`src/design/rtc_pkg.sv`:
```
// ----------------------------------------------------------------------------
// rtc_pkg: shared constants and a table for the sRGB to L*a*b* pixel unit
// Q24 fixed-point widths, pipeline latencies and the sRGB linearization table.
// ----------------------------------------------------------------------------
package rtc_pkg;

  localparam int QB          = 24;
  localparam int LinW        = QB + 1;
  localparam int FracBitsDef = 8;
  localparam int XyzNumW     = 41;
  localparam int WhiteYDiv   = 10000;
  localparam int DivLat      = 4;
  localparam int CbrtSteps   = QB + 1;
  localparam int LabLat      = CbrtSteps + 1;

  typedef logic [LinW-1:0] lin_tab_t [256];

  function automatic logic [LinW-1:0] lin_entry(input int unsigned c);
    logic [63:0] v;
    logic [63:0] v2;
    logic [63:0] lo;
    logic [63:0] hi;
    logic [63:0] mid;
    logic [63:0] s2;
    logic [63:0] s4;
    logic [63:0] p;
    logic [LinW-1:0] res;
    int n;
    if (64'(c) * 100000 > 1031475) begin
      v  = ((64'(c) * 1000 + 14025) << QB) / 269025;
      v2 = (v * v) >> QB;
      lo = '0;
      hi = 64'd1 << QB;
      for (n = 0; n < QB + 2; n++) begin
        if (lo < hi) begin
          mid = lo + ((hi - lo + 1) >> 1);
          s2  = (mid * mid) >> QB;
          s4  = (s2 * s2) >> QB;
          p   = (s4 * mid) >> QB;
          if (p <= v2) begin
            lo = mid;
          end else begin
            hi = mid - 1;
          end
        end
      end
      res = LinW'((v2 * lo) >> QB);
    end else begin
      res = LinW'(((64'(c) * 100) << QB) / 329460);
    end
    return res;
  endfunction

  function automatic lin_tab_t lin_table();
    lin_tab_t tab;
    int c;
    for (c = 0; c < 256; c++) begin
      tab[c] = lin_entry(c);
    end
    return tab;
  endfunction

endpackage

```
`src/design/rtc_const_div.sv`:
```
// ----------------------------------------------------------------------------
// rtc_const_div: pipelined floor division by a constant
// Reciprocal multiply in two partial products, then one remainder correction.
// ----------------------------------------------------------------------------
module rtc_const_div #(
  parameter int NUM_W   = rtc_pkg::XyzNumW,
  parameter int DIVISOR = rtc_pkg::WhiteYDiv,
  parameter int QUO_W   = rtc_pkg::LinW
) (
  input  logic             clk_i,
  input  logic             en_i,
  input  logic [NUM_W-1:0] num_i,
  output logic [QUO_W-1:0] quo_o
);

  localparam int K     = NUM_W + 1;
  localparam int DivW  = $clog2(DIVISOR + 1);
  localparam int MulW  = K - DivW + 2;
  localparam int LoW   = NUM_W / 2;
  localparam int HiW   = NUM_W - LoW;
  localparam int FullW = NUM_W + MulW;
  localparam int PW    = QUO_W + DivW;
  localparam int RW    = (PW > NUM_W) ? PW : NUM_W;
  localparam logic [MulW-1:0] Mul = MulW'(((K + 1)'(1'b1) << K) / DIVISOR);

  logic [HiW+MulW-1:0] hi_q;
  logic [LoW+MulW-1:0] lo_q;
  logic [NUM_W-1:0]    n1_q, n2_q, n3_q;
  logic [QUO_W-1:0]    qe2_q, qe3_q, quo_q;
  logic [PW-1:0]       pr_q;
  logic [FullW-1:0]    full;
  logic [RW-1:0]       rem;

  assign full = (FullW'(hi_q) << LoW) + FullW'(lo_q);
  assign rem  = RW'(n3_q) - RW'(pr_q);

  always_ff @(posedge clk_i) begin
    if (en_i) begin
      hi_q  <= (HiW + MulW)'(num_i[NUM_W-1:LoW]) * (HiW + MulW)'(Mul);
      lo_q  <= (LoW + MulW)'(num_i[LoW-1:0]) * (LoW + MulW)'(Mul);
      n1_q  <= num_i;
      qe2_q <= QUO_W'(full >> K);
      n2_q  <= n1_q;
      pr_q  <= PW'(qe2_q) * PW'(DIVISOR);
      qe3_q <= qe2_q;
      n3_q  <= n2_q;
      quo_q <= (rem >= RW'(DIVISOR)) ? qe3_q + QUO_W'(1) : qe3_q;
    end
  end

  assign quo_o = quo_q;

endmodule

```
`config.mk`:
```
export PLATFORM = sky130hd
export DESIGN_NAME = rtc_const_div
export DESIGN_NICKNAME = d
export VERILOG_FILES = /design/src/design/rtc_pkg.sv /design/src/design/rtc_const_div.sv
export SDC_FILE = /design/constraint.sdc
export NUM_CORES = 2
export LEC_CHECK = 0
export BUFFER_PORTS_ARGS = -buffer_cell sky130_fd_sc_hd__buf_2
export CORE_AREA = 2 2 265 267
export CTS_BUF_LIST = sky130_fd_sc_hd__clkbuf_2 sky130_fd_sc_hd__clkbuf_4 sky130_fd_sc_hd__clkbuf_8
export CTS_CLUSTER_DIAMETER = 150
export CTS_CLUSTER_SIZE = 28
export DETAILED_ROUTE_END_ITERATION = 12
export DIE_AREA = 0 0 267 269
export PLACE_DENSITY = 0.71
export SLEW_MARGIN = 0
export SYNTH_ARGS = -nofsm -noshare
export SYNTH_HDL_FRONTEND = slang
export SYNTH_SLANG_ARGS = --single-unit
```
`constraint.sdc`:
```
create_clock -name clk_i -period 19.05 [get_ports clk_i]
set_clock_uncertainty 0.1 [all_clocks]
set_input_delay 1.905 -clock clk_i [delete_from_list [all_inputs] [get_ports clk_i]]
set_output_delay 1.905 -clock clk_i [all_outputs]
set_load 0.005 [all_outputs]
```
Yosys cells after proc, flatten, opt, wreduce, memory -nomap -nowiden
Index checks and enable logic that the tools add are counted.
{"block": "word_totals", "register_bits": 329}
{"block": "classes", "muxes": 1, "order_cmp": 1, "add_sub_neg": 3, "multipliers": 3}
{"op": "adder 67 x 49 -> 67 bit", "n": 1}
{"op": "multiplier 20 x 29 -> 49 bit, second input constant", "n": 1}
{"op": "multiplier 21 x 29 -> 47 bit, second input constant", "n": 1}
{"op": ">= comparator 41 x 14 -> 1 bit, second input constant", "n": 1}
{"op": "subtractor 41 x 39 -> 41 bit", "n": 1}
{"op": "multiplier 25 x 10 -> 35 bit, second input constant", "n": 1}
{"op": "adder 25 x 1 -> 25 bit, second input constant", "n": 1}
{"op": "two-way mux 25 bit", "n": 1}

Depth between registers and ports, before layout
{"block": "depth", "word_depth": 3, "depth_mapped": 26}

Least setup slack after synthesis
Ideal clock, no wire load.
{"block": "synth_path", "path_kind": "input-to-reg", "startpoint": "input num_i[5]", "endpoint": "register lo_q[47] (data pin)", "stages": 24, "setup_slack_ns": 10.971, "required_ns": 18.692, "arrival_ns": 7.722, "path_cell_list": "inv_1 fa_1 inv_1 fa_1 fa_1 fa_1 inv_1 fa_1 inv_1 fa_1 inv_1 fa_1 inv_1 ha_1 o21a_1 nor2_1 o41ai_1 o2111ai_1 a31oi_1 o21ai_0 a311oi_1 o21a_1 nor2_1 xnor2_1"}
{"block": "synth_between", "elab_chain_len": 1}
{"item": "start, declared", "line_no": "rtc_const_div.sv:12", "rtl": "input logic [NUM_W-1:0] num_i,"}
{"item": "multiplier 20 x 29 -> 49 bit", "line_no": "rtc_const_div.sv:40", "rtl": "lo_q <= (LoW + MulW)'(num_i[LoW-1:0]) * (LoW + MulW)'(Mul);"}
{"item": "end signal, assigned", "line_no": "rtc_const_div.sv:40"}
{"item": "end, declared", "line_no": "rtc_const_div.sv:27", "rtl": "logic [LoW+MulW-1:0] lo_q;"}
No other way between the ends.
A chain may end at the register's enable or synchronous reset.

Final worst setup path
{"block": "layout_path", "startpoint": "input num_i[28]", "endpoint": "register hi_q[45] (data pin)"}
{"block": "layout_between", "elab_chain_len": 1}
{"item": "multiplier 21 x 29 -> 47 bit", "line_no": "rtc_const_div.sv:39", "rtl": "hi_q <= (HiW + MulW)'(num_i[NUM_W-1:LoW]) * (HiW + MulW)'(Mul);"}
{"item": "end signal, assigned", "line_no": "rtc_const_div.sv:39"}
{"item": "end, declared", "line_no": "rtc_const_div.sv:26", "rtl": "logic [HiW+MulW-1:0] hi_q;"}
No other way between the ends.

==> flow_metrics.py <==
metrics = {
    "timing": {
        "report.final.hold_viol_count": 0,
        "min_period_ns": 8.54,
        "timing.setup.tns_ns": 0,
        "max_freq_ghz": 0.117,
        "setup_violations": 0,
        "worstMarginPinSlew_ns": 1.10,
        "slew_viol_final": 0,
        "rsz0062_at_grt": "no",
        "fin_crit_sh_pct": 44.8,
        "relSlewSlack_pct": 26.2,
    },
    "critical_path": {
        "rrSetupSlack_ns": 12.75,
        "crit_type": "in -> reg",
        "cpMaxStageDelayCell": "fa_1",
        "crit_chain": "buf_2 > ha_1 > inv_1 > fa_1 > inv_1 > fa_1 > fa_1 > fa_1 > fa_1 > inv_1 > fa_1 > inv_1 > ha_1 > and3_1 > nand2_1 > or3_1 > o21ai_0 > a21oi_1 > o31ai_1 > a31oi_1 > o41ai_1 > a21oi_1 > xnor2_1",
        "critical_path.startpoint_type": "input pin",
        "r2r-end": "pr_q[38]",
        "worstPathArrival_ns": 8.80,
        "r2r-start": "qe2_q[4]",
        "cp-endpoint": "hi_q[45]",
        "crit_fanout": 7,
        "cpPeakStageDelay_ns": 0.57,
        "ff2ff_path_depth": 20,
        "crit_family": "adder cells",
        "path_buf_inv": 5,
        "critPathRequiredTime_ns": 19.31,
        "crit_cells": 23,
        "crit_path_start": "num_i[28]",
        "crit_path_frequent_cell": "fa_1",
        "critPathCaptureType": "flip-flop",
    },
    "clocking": {
        "cts_root_buf": "clkbuf_8",
        "clock_latency_ns": 0.60,
        "cts_buffer_depth": 3,
        "h-tree-depth": 1,
        "post_cts_buffers": 0,
        "cts_tree": "built",
        "cts.sink_count": 292,
        "ctsHoldBuffers": 0,
        "cts_buffers": 15,
        "clkTransAtPathRegs_ns": 0.17,
        "cts_resized": 0,
    },
    "synthesis": {
        "synth_ff_type": "edfxtp_1",
        "synth_top_family_by_area": "adder cells",
        "synthAdderAreaFrac_pct": 48.8,
        "synth_mux_area_share_pct": 0.166,
        "synth_area_um2": 37700,
        "synthCells": 3535,
        "synth_xor_area_share_pct": 3.74,
        "yosysUniqueCellTypes": 72,
        "synthArstFlopShare_pct": 0,
        "yosys.area_share.simple_pct": 5.75,
        "syn_avg_cell_area_um2": 10.7,
        "synth.top_cell.area_share_pct": 29.1,
        "ys_seq_area_share_pct": 23.2,
        "yosysWarnings": 0,
        "synth-compound-area-share_pct": 7.67,
        "synth_edf_count": 292,
        "synth_area_leader_cell": "fa_1",
        "syn_nets": 4721,
        "ys_seq_elements": 292,
        "ys_top_cells_by_area": "fa_1, edfxtp_1, ha_1",
    },
    "run_status": {
        "status": "completed",
    },
    "layout": {
        "nNetsFinal": 4783,
        "mostFrequentLayoutCells": "inv_1, ha_1, fa_1",
        "final_common_cell": "inv_1",
        "drive_above_1_share_pct": 3.08,
        "fin_util_pct": 56.9,
        "area_growth_pct": 4.52,
    },
    "route": {
        "route.detailed.drc": 0,
        "ant_nets": 0,
        "vias_per_cell": 5.27,
        "drtIter0Drc": 1481,
        "vias": 23900,
        "wl_per_cell_um": 19.1,
        "totalWireLength_um": 86600,
        "firstDrtPassIters": 6,
    },
    "place": {
        "io_buffers": 67,
        "place_hpwl_um": 75300,
        "globalplace.congestion": 1.01,
    },
    "floorplan": {
        "dieArea_um2": 71800,
        "io_pins": 68,
        "core_region_area_um2": 69300,
        "rows": 97,
        "initial_core_util_pct": 54.4,
        "dieHeight_um": 269,
        "dieWidth_um": 267,
    },
    "min_path": {
        "hp-class": "reg -> reg",
    },
    "grt": {
        "grt.total_usage_pct": 25.2,
        "grt_start_max_net_pins": 89,
        "grt_pass1_wl_um": 137000,
        "antenna_found_initial": 1,
        "grt_remaining_overflow": 0,
        "grt_pass1_vias": 24900,
    },
    "run": {
        "drv_cap": 0,
    },
}
[metal layers]
| layer | track usage (%) | part of all wire (%) | up-vias |
|---|---|---|---|
| li1 | - | - | 11400 |
| met1 | 34.9 | 44 | 11700 |
| met2 | 40.5 | 46 | 658 |
| met3 | 5.51 | 7.3 | 112 |
| met4 | 6.44 | 2.8 | 0 |
| met5 | 0 | 0 | - |
[state kept, by name, summed over array words and instances, names as in the netlist]
signal	cells
n1_q	37
n2_q	37
lo_q	29
qe2_q	25
quo_o	25
n3_q	37
pr_q	31
hi_q	46
qe3_q	25
[synthesized netlist by cell type, drive strengths merged, types with 4 or more instances]
cell type,count
o21a,31
o22ai,4
and2,11
nor3,42
a21o,70
a21boi,5
and4,6
o311ai,5
nand4,22
o2111ai,7
and3,20
xnor2,97
inv,1039
xor2,64
fa,548
nor3b,6
or2,6
o211ai,10
a31oi,13
o21bai,18
nor4,12
nor2,114
o211a,4
o31ai,9
clkbuf,17
mux2i,4
buf,9
o41ai,6
a21oi,129
or3,12
nand3,53
nand2,79
nand2b,20
a211oi,17
ha,595
a221oi,7
a211o,6
o21ai,67
edfxtp,292
nor2b,20
[final cells by class]
class                           instances  area (um^2)
Antenna cell                            1         2.50
Inverter                             1039         3900
Clock buffer                           15          206
Sequential cell                       292         8770
Clock inverter                          4         57.6
Timing Repair Buffer                   71          375
Fill cell                            6003        29900
Multi-Input combinational cell       2178        24900
Tap cell                              940         1180
[cell families after synthesis]
logic type	count (synthesis)
multiplexers	6
buffers and inverters	1065
XOR/XNOR	161
adder cells (fa/ha/maj)	1143
AND/OR/NAND/NOR	431
AO/OA/AOI/OAI	437
flip-flops	292
[per-stage QoR]
step | area, um^2 | hold slack, ns | std cells | worst slack [ns]
2_1_floorplan | 37700 | 0.300 | 3535 | 10.97
3_3_place_gp | 39200 | 0.301 | 4520 | 10.03
3_5_place_dp | 39200 | 0.305 | 4520 | 9.93
4_1_cts | 39400 | 0.318 | 4539 | 10.57
5_1_grt | 39400 | 0.324 | 4540 | 10.05
6_report | 39400 | 0.311 | 4540 | 10.51
[how the worst min path moves through the flow]
stage	from	to	slack [ns]	cells past startpoint
2_1_floorplan	n1_q[10]	n2_q[10]	0.30	0
3_3_place_gp	n2_q[18]	n3_q[18]	0.30	0
3_5_place_dp	n1_q[15]	n2_q[15]	0.30	0
4_1_cts	n2_q[32]	n3_q[32]	0.32	0
5_1_grt	n2_q[23]	n3_q[23]	0.32	0
6_report	n2_q[7]	n3_q[7]	0.31	0
Power is not shown: default switching activity piles up to over one toggle a cycle in this logic, so the estimate is an artifact.
